===== src/rtl/segmented_memory_with_id_recycling_core_macros.svh =====
// ----------------------------------------------------------------------------
// Segmented memory core: assertion macros
// Shared concurrent assertion forms, clocked on clock and disabled in reset.
// ----------------------------------------------------------------------------
`ifndef SEGMENTED_MEMORY_WITH_ID_RECYCLING_CORE_MACROS_SVH
`define SEGMENTED_MEMORY_WITH_ID_RECYCLING_CORE_MACROS_SVH

// same-cycle implication
`define SMS_ASSERT_NOW(label, ante, cons, msg) \
   label: assert property (@(posedge clock) disable iff (reset) (ante) |-> (cons)) \
      else $error(msg);

// next-cycle implication
`define SMS_ASSERT_NEXT(label, ante, cons, msg) \
   label: assert property (@(posedge clock) disable iff (reset) (ante) |=> (cons)) \
      else $error(msg);

`endif


===== src/rtl/sms_pkg.sv =====
// ----------------------------------------------------------------------------
// sms_pkg
// Item types, control structs and codes of the segmented memory core.
// ----------------------------------------------------------------------------
package sms_pkg;

   localparam int OP_W     = 3;
   localparam int SEG_ID_W = 6;
   localparam int OFF_W    = 10;
   localparam int WORD_W   = 32;
   localparam int LEN_W    = 11;
   localparam int STAT_W   = 3;

   localparam logic [OP_W-1:0] OP_LOAD  = 3'd0;
   localparam logic [OP_W-1:0] OP_STORE = 3'd1;
   localparam logic [OP_W-1:0] OP_MAP   = 3'd2;
   localparam logic [OP_W-1:0] OP_UNMAP = 3'd3;
   localparam logic [OP_W-1:0] OP_PROG  = 3'd4;

   localparam logic [STAT_W-1:0] STAT_OK         = 3'd0;
   localparam logic [STAT_W-1:0] STAT_UNMAPPED   = 3'd1;
   localparam logic [STAT_W-1:0] STAT_RANGE      = 3'd2;
   localparam logic [STAT_W-1:0] STAT_UNMAP_ZERO = 3'd3;
   localparam logic [STAT_W-1:0] STAT_NO_ID      = 3'd4;
   localparam logic [STAT_W-1:0] STAT_SIZE       = 3'd5;

   typedef struct packed {
      logic [OP_W-1:0]     opcode;
      logic [SEG_ID_W-1:0] segment_id;
      logic [OFF_W-1:0]    offset;
      logic [WORD_W-1:0]   word_in;
      logic [LEN_W-1:0]    map_size;
   } req_type;

   typedef struct packed {
      logic [WORD_W-1:0]   word_out;
      logic [SEG_ID_W-1:0] new_segment_id;
      logic [STAT_W-1:0]   status;
   } rsp_type;

   // control -> id table
   typedef struct packed {
      logic             rd_en;
      logic             map_commit;
      logic             unmap_commit;
      logic             len0_wr;
      logic [LEN_W-1:0] len;
   } cmd_type;

   // id table -> control, valid the cycle after rd_en
   typedef struct packed {
      logic             mapped;
      logic             alloc_ok;
      logic             push_ok;
      logic [LEN_W-1:0] length;
   } info_type;

endpackage


===== src/rtl/sms_id_table.sv =====
// ----------------------------------------------------------------------------
// sms_id_table
// Segment bookkeeping: mapped bits, length memory, free-id stack and counters.
// ----------------------------------------------------------------------------
module sms_id_table
   import sms_pkg::*;
#(
   parameter int NUM_SEGMENTS = 64,
   localparam int ID_W = $clog2(NUM_SEGMENTS)
) (
   input  logic            clock,
   input  logic            reset,
   input  cmd_type         cmd,
   input  logic [ID_W-1:0] cmd_idx,
   output info_type        info,
   output logic [ID_W-1:0] alloc_id
);

   localparam int CNT_W = $clog2(NUM_SEGMENTS + 1);

   logic [NUM_SEGMENTS-1:0] mapped_ff, mapped_in;
   logic [LEN_W-1:0]        len0_ff, len0_in;
   logic [CNT_W-1:0]        count_ff, count_in;
   logic [CNT_W-1:0]        fresh_ff, fresh_in;
   logic [ID_W-1:0]         idx_ff, idx_in;

   logic [LEN_W-1:0] len_mem [NUM_SEGMENTS];
   logic [LEN_W-1:0] len_rd_ff;
   logic [ID_W-1:0]  stack_mem [NUM_SEGMENTS];
   logic [ID_W-1:0]  stack_rd_ff;

   logic             count_nz;
   logic [CNT_W-1:0] count_dec;
   logic [ID_W-1:0]  stack_rd_addr;

   assign count_nz      = (count_ff != '0);
   assign count_dec     = count_ff - CNT_W'(1);
   assign stack_rd_addr = count_dec[ID_W-1:0];

   // recycled ids first, then fresh ones
   assign alloc_id      = count_nz ? stack_rd_ff : fresh_ff[ID_W-1:0];
   assign info.alloc_ok = count_nz || (fresh_ff < CNT_W'(NUM_SEGMENTS));
   assign info.push_ok  = (count_ff < CNT_W'(NUM_SEGMENTS));
   assign info.mapped   = mapped_ff[idx_ff];
   assign info.length   = (idx_ff == '0) ? len0_ff : len_rd_ff;

   always_comb begin
      mapped_in = mapped_ff;
      count_in  = count_ff;
      fresh_in  = fresh_ff;
      len0_in   = len0_ff;
      idx_in    = cmd.rd_en ? cmd_idx : idx_ff;
      if (cmd.map_commit) begin
         mapped_in[alloc_id] = 1'b1;
         if (count_nz) begin
            count_in = count_dec;
         end else begin
            fresh_in = fresh_ff + CNT_W'(1);
         end
      end
      if (cmd.unmap_commit) begin
         mapped_in[idx_ff] = 1'b0;
         count_in          = count_ff + CNT_W'(1);
      end
      if (cmd.len0_wr) begin
         len0_in = cmd.len;
      end
   end

   always_ff @(posedge clock) begin
      if (reset) begin
         mapped_ff <= NUM_SEGMENTS'(1);
         count_ff  <= '0;
         fresh_ff  <= CNT_W'(1);
         len0_ff   <= '0;
      end else begin
         mapped_ff <= mapped_in;
         count_ff  <= count_in;
         fresh_ff  <= fresh_in;
         len0_ff   <= len0_in;
      end
      idx_ff <= idx_in;
   end

   // length memory; unmapped entries are never consulted
   always_ff @(posedge clock) begin
      if (cmd.map_commit) begin
         len_mem[alloc_id] <= cmd.len;
      end
      if (cmd.rd_en) begin
         len_rd_ff <= len_mem[cmd_idx];
      end
   end

   // free-id stack, top entry prefetched on every lookup
   always_ff @(posedge clock) begin
      if (cmd.unmap_commit) begin
         stack_mem[count_ff[ID_W-1:0]] <= idx_ff;
      end
      if (cmd.rd_en) begin
         stack_rd_ff <= stack_mem[stack_rd_addr];
      end
   end

`include "segmented_memory_with_id_recycling_core_macros.svh"

   `SMS_ASSERT_NOW(a_seg0_mapped, 1'b1, mapped_ff[0], "segment zero lost its mapping")
   `SMS_ASSERT_NOW(a_count_bound, 1'b1, count_ff <= CNT_W'(NUM_SEGMENTS), "free count overflow")
   `SMS_ASSERT_NOW(a_map_alloc, cmd.map_commit, info.alloc_ok, "map committed with no free id")
   `SMS_ASSERT_NOW(a_unmap_push, cmd.unmap_commit, info.push_ok && (idx_ff != '0), "bad unmap push")

endmodule


===== config.mk =====
export PLATFORM = sky130hd
export DESIGN_NAME = sms_id_table
export DESIGN_NICKNAME = d
export VERILOG_FILES = /design/src/rtl/sms_pkg.sv /design/src/rtl/sms_id_table.sv
export VERILOG_INCLUDE_DIRS = /design/src /design/src/rtl
export SDC_FILE = /design/constraint.sdc
export NUM_CORES = 1
export LEC_CHECK = 0
export BUFFER_PORTS_ARGS = -buffer_cell sky130_fd_sc_hd__buf_2
export CORE_UTILIZATION = 40
export DETAILED_ROUTE_END_ITERATION = 16
export GPL_TIMING_DRIVEN = 0
export MAX_ROUTING_LAYER = met4
export PLACE_DENSITY_LB_ADDON = 0.2
export SLEW_MARGIN = 15
export SYNTH_ARGS = -nofsm -noshare
export SYNTH_HDL_FRONTEND = slang
export SYNTH_SLANG_ARGS = --single-unit

===== constraint.sdc =====
create_clock -name clock -period 5.22 [get_ports clock]
set_input_delay 1.566 -clock clock [delete_from_list [all_inputs] [get_ports clock]]
set_output_delay 1.566 -clock clock [all_outputs]
set_load 0.03 [all_outputs]

# Word-level counts from Yosys, hierarchy flattened
# Memory sizes are Yosys's and may differ from the RTL's. A register that Yosys moved wholly into a read port is not among the register bits.
# Cells that the tools add are included.
# op_classes
n_addsub,3
order_cmp,6
mux,17
n_bitwise,4
reduce_logical,9
# op_table
cell,n
64-bit two-way mux,2
64-bit bitwise AND,1
64-bit NOT,1
64-bit OR,1
7-bit two-way mux,3
7-bit by 1-bit adder with 7-bit output (second input constant),2
6-bit by 7-bit less-than comparator with 1-bit output (second input constant),2
7-bit less-than comparator (second input constant),2
1-bit demux with 6-bit select,2
6-bit by 1-bit greater-or-equal comparator with 1-bit output (second input constant),2
11-bit two-way mux,1
1-bit two-way mux,7
7-bit nonzero test,1
7-bit by 1-bit subtractor with 7-bit output (second input constant),1
1-bit binary-select mux with 6-bit select,1
6-bit logical NOT,1
6-bit two-way mux,1
2-bit AND reduction,2
2-bit nonzero test,2
1-bit logical AND,2
1-bit logical OR,1
1-bit NOT,1
# totals
register_bits,95
ram_bits,1088
input_bits,23
elab_cells,46
mem_count,2
# memory_table
name,words,width,read_ports,rd_ports_with_merged_regs,wr,line,rtl
len_mem,64,11,1,1,1,sms_id_table.sv:27,logic [LEN_W-1:0] len_mem [NUM_SEGMENTS];
stack_mem,64,6,1,1,1,sms_id_table.sv:29,logic [ID_W-1:0] stack_mem [NUM_SEGMENTS];

# Depth between registers and ports, before layout
# Gate-level depths: netlist of run 1.
# depth
depth_word,10
mapped_depth,13
depth_no_buf,9

# Worst setup path after synthesis of run 1
# Ideal clock, no wire load.
# synth_path
path_type,flip-flop to output port
start,reg idx_ff[0]
end,out info[13] in the netlist's numbering
t_arrival_ns,2.874
required_ns,3.654
setup_slack_ns,0.780
path_stages_with_launch,8
cell_sequence,edfxtp_1 > clkbuf_1 > clkbuf_1 > buf_1 > o21ai_0 > a221o_1 > a22oi_1 > nand3_1
# synth_lines
item,line,rtl
from (decl),sms_id_table.sv:25,"logic [ID_W-1:0] idx_ff, idx_in;"
from (signal assigned),sms_id_table.sv:82,idx_ff <= idx_in;
to (decl),sms_id_table.sv:15,"output info_type info,"

==> flow_summary.yaml, run 1 <==
run_status:
  status: "finished, final reports clean"
yosys:
  synthFlopType: "edfxtp_1"
  synth_warnings: 0
  synth_edf_count: 1111
  synth-seq-cells: 1200
  syn-cell-area_um2: 47200
  synth.net_count: 2507
  synth_fa_ha_area_frac: 0.000795
  synth_xor_area_frac: 0.00297
  synth.area.mux_share: 0.157
  synthCells: 2481
  yosys.area_share.simple: 0.0476
  synth_top_family_by_area: "multiplexers"
  avgSynthCellArea_um2: 19.0
  synth_compound_area_frac: 0.0349
  synthArstFlopShare: 0
  ys_seq_area_frac: 0.744
  yosysUniqueCellTypes: 56
power_and_ir_drop:
  leakagePower_uw: 0.0169
  ir_worst_vdd_uv: 329
  total_power_uw: 25200
  p_per_area_nw_per_um2: 465
clock_tree:
  cts_max_level: 4
  cts.sinks: 1200
  clk_pin_slew_ps: 60
  insertion_delay_ps: 740
  cts_root_buf: "clkbuf_16"
  clockBufferDepth: 3
  cts_tree: "done"
  cts_made_buffers: 130
  cts_hold_buffers: 0
floorplan:
  core-area_um2: 117000
  std_cell_rows: 125
  die_area_um2: 119000
  chipWidth_um: 346
  chipHeight_um: 346
  initial_core_util: 0.405
  io_pins: 43
route:
  drt_iter0_drc: 3058
  drtAntennaViolNets: 0
  wl_um: 125000
  drc_errors: 0
  wl_per_cell_um: 28.9
  num_vias: 25000
  vias_per_cell: 5.79
  drtPass1Iterations: 6
sta:
  grt_setup_unrepaired: "yes"
  finalHoldViolations: 0
  postLayoutSetupSlackWorst_ps: 75.3
  period_share: 0.986
  report.final.slew_viol_count: 0
  finalSetupViolCount: 0
  max_freq_mhz: 194
  relSlewSlack: 0.198
  finClkSkew_ps: 24.1
  tns_ps: 0
  tightest_slew_ps: 1200
  whs_ps: 469
  period_needed_ps: 5140
placement:
  dp.final_hpwl_um: 83400
  port_buffers: 41
  dpl_worst_slack_ps: -504
  gp_congestion: 0.949
grt:
  grt_max_degree: 66
  antenna_found_initial: 6
  grt_pass1_wl_um: 181000
  grt-ovfl-total: 0
  gr-usage-all-layers: 0.217
  grt_pass1_vias: 25300
worst_setup_path:
  path_buf_inv: 4
  critPathKind: "in2reg"
  end_kind: "register"
  regToRegSetupSlack_ps: 390
  cp_max_fo: 10
  slowest_stage: "buf_1"
  path_cells: "buf_2 > clkbuf_1 > buf_1 > buf_1 > mux4_2 > mux4_2 > a211oi_1 > a21oi_1"
  crit_required_ps: 5660
  path_delay_family: "buffers and inverters"
  cp-start-kind: "input port"
  crit_arrival_ps: 5580
  max_stage_delay_ps: 920
final_layout:
  area_growth_pct: 14.9
  final_common_cell: "edfxtp_1"
  multi_input_area_um2: 11700
  regArea_um2: 35100
  final_cell_mix: "1111 x edfxtp_1, 294 x mux4_2, 139 x nand2_1"
  num-fill-cells: 9792
  final_core_util: 0.465
  drive_gt1_frac: 0.245
  final_nets: 2705
hold_path:
  hold_path_class: "reg2reg"
flow_run:
  cap_violations: 0
[metrics by stage]
step | cell area (µm²) | std cells
after floorplan | 47200 | 2481
after global placement | 49300 | 4046
after detailed placement | 49800 | 4068
after CTS | 54100 | 4310
after global routing | 54200 | 4309
final | 54200 | 4310
[sequential cells by signal, indices dropped and copies added (netlist names)]
signal       cells
mapped_ff       64
len_mem        704
stack_rd_ff      6
idx_ff           6
stack_mem      384
len_rd_ff       11
count_ff         7
fresh_ff         7
len0_ff         11
[worst paths after layout]
kind	startpoint	end	cells past startpoint
min reg2reg	mapped_ff[21]	mapped_ff[21]	1
min	mapped_ff[21]	mapped_ff[21]	1
max reg2reg	count_ff[0]	len_mem[59][6]	10
max	cmd_idx[1]	len_rd_ff[4]	8
[power breakdown]
| group | internal, µW | leakage (µW) | switching (µW) |
|---|---|---|---|
| Sequential | 11000 | 0.0107 | 139 |
| Combinational | 1560 | 0.00415 | 3430 |
| Clock | 5320 | 0.00206 | 3770 |
[Yosys cell counts, types with 5 or more instances]
| master | number | area share |
|---|---|---|
| o21ai_0 | 12 | 0.0013 |
| dfxtp_1 | 89 | 0.038 |
| edfxtp_1 | 1111 | 0.71 |
| a2111oi_0 | 14 | 0.0026 |
| and2_1 | 5 | 0.00066 |
| a21oi_1 | 94 | 0.010 |
| mux4_2 | 294 | 0.14 |
| a22oi_1 | 15 | 0.0024 |
| a211oi_1 | 22 | 0.0035 |
| a221oi_1 | 7 | 0.0013 |
| inv_1 | 10 | 0.00080 |
| buf_1 | 31 | 0.0025 |
| xnor2_1 | 7 | 0.0013 |
| or3_1 | 6 | 0.00080 |
| nand3_1 | 78 | 0.0083 |
| xor2_1 | 9 | 0.0017 |
| nand4_1 | 20 | 0.0026 |
| mux2_2 | 20 | 0.0048 |
| buf_2 | 20 | 0.0021 |
| nand2_1 | 139 | 0.011 |
| clkbuf_1 | 82 | 0.0065 |
| o21a_1 | 47 | 0.0075 |
| o31ai_1 | 6 | 0.00095 |
| nor3_1 | 11 | 0.0012 |
| nor4_1 | 10 | 0.0013 |
| nor2_1 | 184 | 0.015 |
| a221o_1 | 8 | 0.0017 |
| mux2i_1 | 44 | 0.0093 |
| nor2b_1 | 28 | 0.0037 |
| a41oi_1 | 8 | 0.0015 |
[cell families after synthesis]
family / count (synthesis)
DFF: 1200
and+or+nand+nor: 502
muxes: 364
AOI/OAI and AO/OA: 247
buffers and inverters: 149
xor gates and xnor gates: 16
adders and majority gates: 3
[worst reg2reg max path, cell delays in order (launching register included)]
cell and delay, ps:
dfxtp_1 410, buf_6 210, clkinv_2 140, ha_2 310, or3b_1 420, or2_1 240, buf_6 170, mux2i_4 240
inv_2 160, nand4_1 890, nor2_1 1250
[cell type report]
cell class / instances / share of cell area
Sequential cell: 1200 / 0.648
Multi-Input combinational cell: 1132 / 0.216
Clock buffer: 170 / 0.0663
Tap cell: 1524 / 0.0352
Timing Repair Buffer: 69 / 0.0117
Clock inverter: 68 / 0.0116
Buffer: 131 / 0.0101
Inverter: 15 / 0.00111
Antenna cell: 1 / 0.0000461
[layer usage]
metal / vias up / wire length (µm) / GRT usage
li1: 10500 / - / -
met1: 13200 / 54700 / 0.307
met2: 1022 / 58200 / 0.324
met3: 189 / 8880 / 0.0375
met4: 0 / 2720 / 0.0603
met5: - / 0 / -
[repair_timing]
action,4_1_cts,5_1_grt
setup endpoints to repair,169,2
endpoints found under the hold margin,0,0
resized for setup,19,4
setup buffers,5,0
Power figures use the tool's default switching activity.
==> inputs of run 2 (changes only) <==
--- a/config.mk
+++ b/config.mk
@@ -7,9 +7,11 @@
 export NUM_CORES = 1
 export LEC_CHECK = 0
 export BUFFER_PORTS_ARGS = -buffer_cell sky130_fd_sc_hd__buf_2
-export CORE_UTILIZATION = 40
+export CORE_UTILIZATION = 63
+export CTS_BUF_LIST = sky130_fd_sc_hd__clkbuf_16
 export DETAILED_ROUTE_END_ITERATION = 16
 export GPL_TIMING_DRIVEN = 0
+export HOLD_SLACK_MARGIN = 0.03
 export MAX_ROUTING_LAYER = met4
 export PLACE_DENSITY_LB_ADDON = 0.2
 export SLEW_MARGIN = 15
==> run 2 against run 1 <==
Die area shrank 36%. Clock power fell by 10%. Fmax increased by 0.34%. Register-to-register slack got worse by 300 ps. Highest routed layer unchanged. Non-clock buffer count is 3 lower. Clock skew rose by 2.0 ps. Critical path depth up 2. Setup slack improved by 17 ps. Sequential share of layout area grew 1.6 points. Utilization is 25 points higher. First-iteration DRC count rose by 12%. Routed wire length decreased by 4.6%.
==> flow_summary.yaml, run 2 (same netlist as run 1, synthesis figures left out) <==
clock_tree:
  clockBufferDepth: 3
  cts_made_buffers: 115
  insertion_delay_ps: 690
  cts_hold_buffers: 0
  cts.sinks: 1200
  cts_tree: "done"
  clk_pin_slew_ps: 60
  cts_max_level: 3
  cts_root_buf: "clkbuf_16"
flow_run:
  cap_violations: 0
grt:
  grt-ovfl-total: 0
  antenna_found_initial: 2
  grt_pass1_vias: 25200
  gr-usage-all-layers: 0.330
  grt_pass1_wl_um: 171000
  grt_max_degree: 66
floorplan:
  core-area_um2: 74300
  initial_core_util: 0.635
  die_area_um2: 76000
  io_pins: 43
  std_cell_rows: 100
  chipWidth_um: 276
  chipHeight_um: 276
placement:
  dpl_worst_slack_ps: -349
  port_buffers: 41
  dp.final_hpwl_um: 77800
  gp_congestion: 1.01
route:
  drtAntennaViolNets: 0
  drtPass1Iterations: 7
  drt_iter0_drc: 3429
  drc_errors: 0
  vias_per_cell: 6.79
  wl_um: 119000
  num_vias: 25400
  wl_per_cell_um: 31.9
sta:
  finalSetupViolCount: 0
  period_share: 0.982
  relSlewSlack: 0.115
  finalHoldViolations: 0
  postLayoutSetupSlackWorst_ps: 92.6
  report.final.slew_viol_count: 0
  grt_setup_unrepaired: "yes"
  period_needed_ps: 5130
  tightest_slew_ps: 1330
  max_freq_mhz: 195
  finClkSkew_ps: 26.1
worst_setup_path:
  cp_max_fo: 11
  crit_required_ps: 5520
  crit_arrival_ps: 5420
  r2r_start: "count_ff[0]"
  end_kind: "register"
  regToRegSetupSlack_ps: 90
  endpoint: "len_mem[24][6]"
  critPathKind: "reg2reg"
  worstRegToRegCells: 10
  cp-start-kind: "register"
  crit_start: "count_ff[0]"
  r2r_end: "len_mem[24][6]"
final_layout:
  drive_gt1_frac: 0.235
  final_common_cell: "edfxtp_1"
  area_growth_pct: 12.1
  num-fill-cells: 4506
  final_cell_mix: "1111 x edfxtp_1, 294 x mux4_2, 139 x nand2_1"
  final_nets: 2687
  largest_register: "len_mem"
  largest_register_ffs: 704
run_status:
  status: "finished, final reports clean"
power_and_ir_drop:
  total_power_uw: 24300
  ir_worst_vdd_uv: 351
  leakagePower_uw: 0.0168
  p_per_area_nw_per_um2: 459
hold_path:
  hold_path_class: "reg2reg"
-- run 2: metrics by stage --
step	cells	hold WS, ps	setup TNS, ps	area (µm²)	utilization
2_1_floorplan	2481	435	0	47200	-
3_3_place_gp	3491	447	-62230	48600	0.654
3_5_place_dp	3511	454	-68800	49000	0.660
4_1_cts	3730	468	0	52800	0.711
5_1_grt	3732	479	-2.33	52900	0.712
6_report	3732	466	0	52900	0.712
-- run 2: layout make-up --
| cell class | instances | area (µm²) | area share |
|---|---|---|---|
| flip-flops and latches | 1200 | 35100 | 0.664 |
| multi-input cells | 1132 | 11700 | 0.220 |
| clock buffers | 118 | 2950 | 0.0558 |
| well taps | 969 | 1210 | 0.0229 |
| clock inverters | 99 | 767 | 0.0145 |
| repair buffers | 64 | 589 | 0.0111 |
| plain buffers | 133 | 546 | 0.0103 |
| inverters | 15 | 60.1 | 0.00113 |
| diodes | 2 | 5.00 | 0.0000945 |
-- run 2: repair_timing --
| item | in CTS | in global routing |
|---|---|---|
| buffers inserted | 2 | 0 |
| pin swaps | 0 | 0 |
| endpoints found under the setup margin | 490 | 11 |
| gates resized for setup | 14 | 3 |
-- run 2: power breakdown --
group | switching, µW | internal [µW] | leakage [µW] | total [µW]
logic | 3450 | 1540 | 0.00411 | 4990
registers | 147 | 11000 | 0.0107 | 11100
clock network | 3550 | 4630 | 0.00191 | 8180
-- run 2: layer usage --
metal / GRT usage / wire length, µm / share of wire
met2: 0.482 / 55600 / 0.47
met4: 0.102 / 3660 / 0.031
met1: 0.473 / 47100 / 0.40
met3: 0.0715 / 12500 / 0.10
met5: - / 0 / 0
-- run 2: how the worst min path moves through the flow --
stage	from	end	slack (ps)	cells past startpoint
after CTS	mapped_ff[17]	mapped_ff[17]	470	1
final	mapped_ff[17]	mapped_ff[17]	470	1
after floorplan	mapped_ff[19]	mapped_ff[19]	440	1
after global routing	mapped_ff[50]	mapped_ff[50]	480	1
after global placement	mapped_ff[40]	mapped_ff[40]	450	1
after detailed placement	mapped_ff[17]	mapped_ff[17]	450	1
-- run 2: critical path, cell delays in order (launching register included) --
cell and delay [ps]:
dfxtp_1 330, clkbuf_2 200, buf_4 240, clkinv_2 180, ha_2 340, or3b_1 420, or2_1 240, buf_6 170
mux2i_4 360, nand4_1 960, nor2_1 1290
==> inputs of run 3 (changes only) <==
--- a/config.mk
+++ b/config.mk
@@ -7,7 +7,9 @@
 export NUM_CORES = 1
 export LEC_CHECK = 0
 export BUFFER_PORTS_ARGS = -buffer_cell sky130_fd_sc_hd__buf_2
-export CORE_UTILIZATION = 63
+export CELL_PAD_IN_SITES_DETAIL_PLACEMENT = 0
+export CELL_PAD_IN_SITES_GLOBAL_PLACEMENT = 1
+export CORE_UTILIZATION = 55
 export CTS_BUF_LIST = sky130_fd_sc_hd__clkbuf_16
 export DETAILED_ROUTE_END_ITERATION = 16
 export GPL_TIMING_DRIVEN = 0
==> run 3 against run 2 <==
Sequential share of layout area decreased by 0.30 points. First-iteration DRC count decreased by 8.3%. Flip-flop and latch count unchanged. Count of clock-buffer cells in the layout increased by 2. Non-clock buffer count increased by 5. Die area increased by 14%. Routed wire length increased by 0.49%. Setup slack got worse by 32 ps. Clock skew increased by 5.9 ps. Worst hold slack got worse by 1.7 ps. Cell count increased by 4.9%. Critical endpoint is now info[13]. Highest routed layer unchanged.
==> flow_summary.yaml, run 3 (same netlist as run 1, synthesis figures left out) <==
run_status:
  status: "finished, final reports clean"
sta:
  relSlewSlack: 0.166
  finalSetupViolCount: 0
  period_needed_ps: 5160
  tightest_slew_ps: 1250
  grt_setup_unrepaired: "no"
  report.final.slew_viol_count: 0
  max_freq_mhz: 194
  finalHoldViolations: 0
  finClkSkew_ps: 32.0
  postLayoutSetupSlackWorst_ps: 60.5
  period_share: 0.988
power_and_ir_drop:
  p_per_area_nw_per_um2: 453
  total_power_uw: 24100
  leakagePower_uw: 0.0168
  ir_worst_vdd_uv: 271
floorplan:
  chipWidth_um: 295
  std_cell_rows: 107
  io_pins: 43
  die_area_um2: 87000
  chipHeight_um: 295
  core-area_um2: 85100
  initial_core_util: 0.555
worst_setup_path:
  cp_max_fo: 19
  crit_required_ps: 3650
  crit_arrival_ps: 3590
  critPathKind: "reg2out"
  end_kind: "output pin"
  cp-start-kind: "register"
grt:
  grt_max_degree: 66
  antenna_found_initial: 1
  grt_pass1_wl_um: 173000
  grt-ovfl-total: 0
  gr-usage-all-layers: 0.290
  grt_pass1_vias: 24800
route:
  vias_per_cell: 6.37
  drtAntennaViolNets: 0
  drtPass1Iterations: 6
  wl_um: 119000
  num_vias: 24900
  drc_errors: 0
  wl_per_cell_um: 30.5
  drt_iter0_drc: 3146
clock_tree:
  insertion_delay_ps: 710
  cts_hold_buffers: 0
  clk_pin_slew_ps: 70
  cts_root_buf: "clkbuf_16"
  cts_made_buffers: 117
  cts.sinks: 1200
  cts_tree: "done"
  clockBufferDepth: 3
  cts_max_level: 3
final_layout:
  final_cell_mix: "1111 x edfxtp_1, 294 x mux4_2, 139 x nand2_1"
  fin_area_um2: 53200
  final_nets: 2694
  largest_register_ffs: 704
  drive_gt1_frac: 0.233
  final_core_util: 0.625
  area_growth_pct: 12.6
  num-fill-cells: 6025
  largest_register: "len_mem"
  final_common_cell: "edfxtp_1"
hold_path:
  hold_path_class: "reg2reg"
placement:
  placed_area_um2: 49300
  gp_congestion: 0.938
  dpl_worst_slack_ps: -286
  dp.final_hpwl_um: 80600
  port_buffers: 41
flow_run:
  cap_violations: 0
-- run 3: cell types whose count changed in the layout (fill, tap and decap cells not counted), sizes merged --
cell      previous run  this run
buf                116       120
clkbuf             199       202
bufinv              11         5
inv                 35        46
clkinvlp             6        13
clkinv              62        50
-- run 3: timing repair --
action                                  CTS  global route
setup buffers                             2             2
cloned                                    0             0
resized for setup                        12             7
endpoints found under the setup margin  216            13
-- run 3: per-layer routing --
metal	up-vias	GRT usage	part of all wire	wire length (µm)
li1	10500	-	-	-
met1	13100	0.428	0.42	50700
met2	1142	0.425	0.46	55400
met3	139	0.0559	0.094	11200
met4	0	0.0626	0.018	2190
met5	-	-	0	0
-- run 3: layout make-up --
class	count	area, µm²	area share
clock inverters	99	652	0.0123
multi-input cells	1132	11700	0.219
inverters	15	60.1	0.00113
well taps	1144	1430	0.0269
flip-flops and latches	1200	35100	0.661
diodes	2	5.00	0.0000941
plain buffers	133	547	0.0103
clock buffers	120	3000	0.0565
repair buffers	69	679	0.0128
-- run 3: critical path, stage by stage (launching register included) --
cell and delay (ps):
edfxtp_1 360, buf_8 200, clkbuf_1 300, clkbuf_2 380, clkbuf_1 480, nor2_1 100, a221o_1 300, a22oi_1 180
nand3_1 280, buf_2 280
-- run 3: path summary, 6_finish.rpt --
| path | start | slack [ps] | to | cells past startpoint |
|---|---|---|---|---|
| setup / recovery | idx_ff[2] | 60 | info[13] | 9 |
| hold / removal | mapped_ff[36] | 460 | mapped_ff[36] | 1 |
| setup reg to reg | count_ff[0] | 170 | len_mem[39][4] | 11 |
| hold reg to reg | mapped_ff[36] | 460 | mapped_ff[36] | 1 |
-- run 3: metrics by stage --
stage	TNS (ps)	instances	hold slack [ps]
floorplan	0	2481	435
global placement	-35760	3666	445
detailed placement	-13120	3690	452
CTS	-126	3910	467
global route	0	3912	484
finish	0	3914	464
-- run 3: report_power, final --
| group | switching [µW] | internal, µW |
|---|---|---|
| sequential | 135 | 11000 |
| clock | 3570 | 4410 |
| combinational | 3390 | 1560 |
| total | 7100 | 17000 |
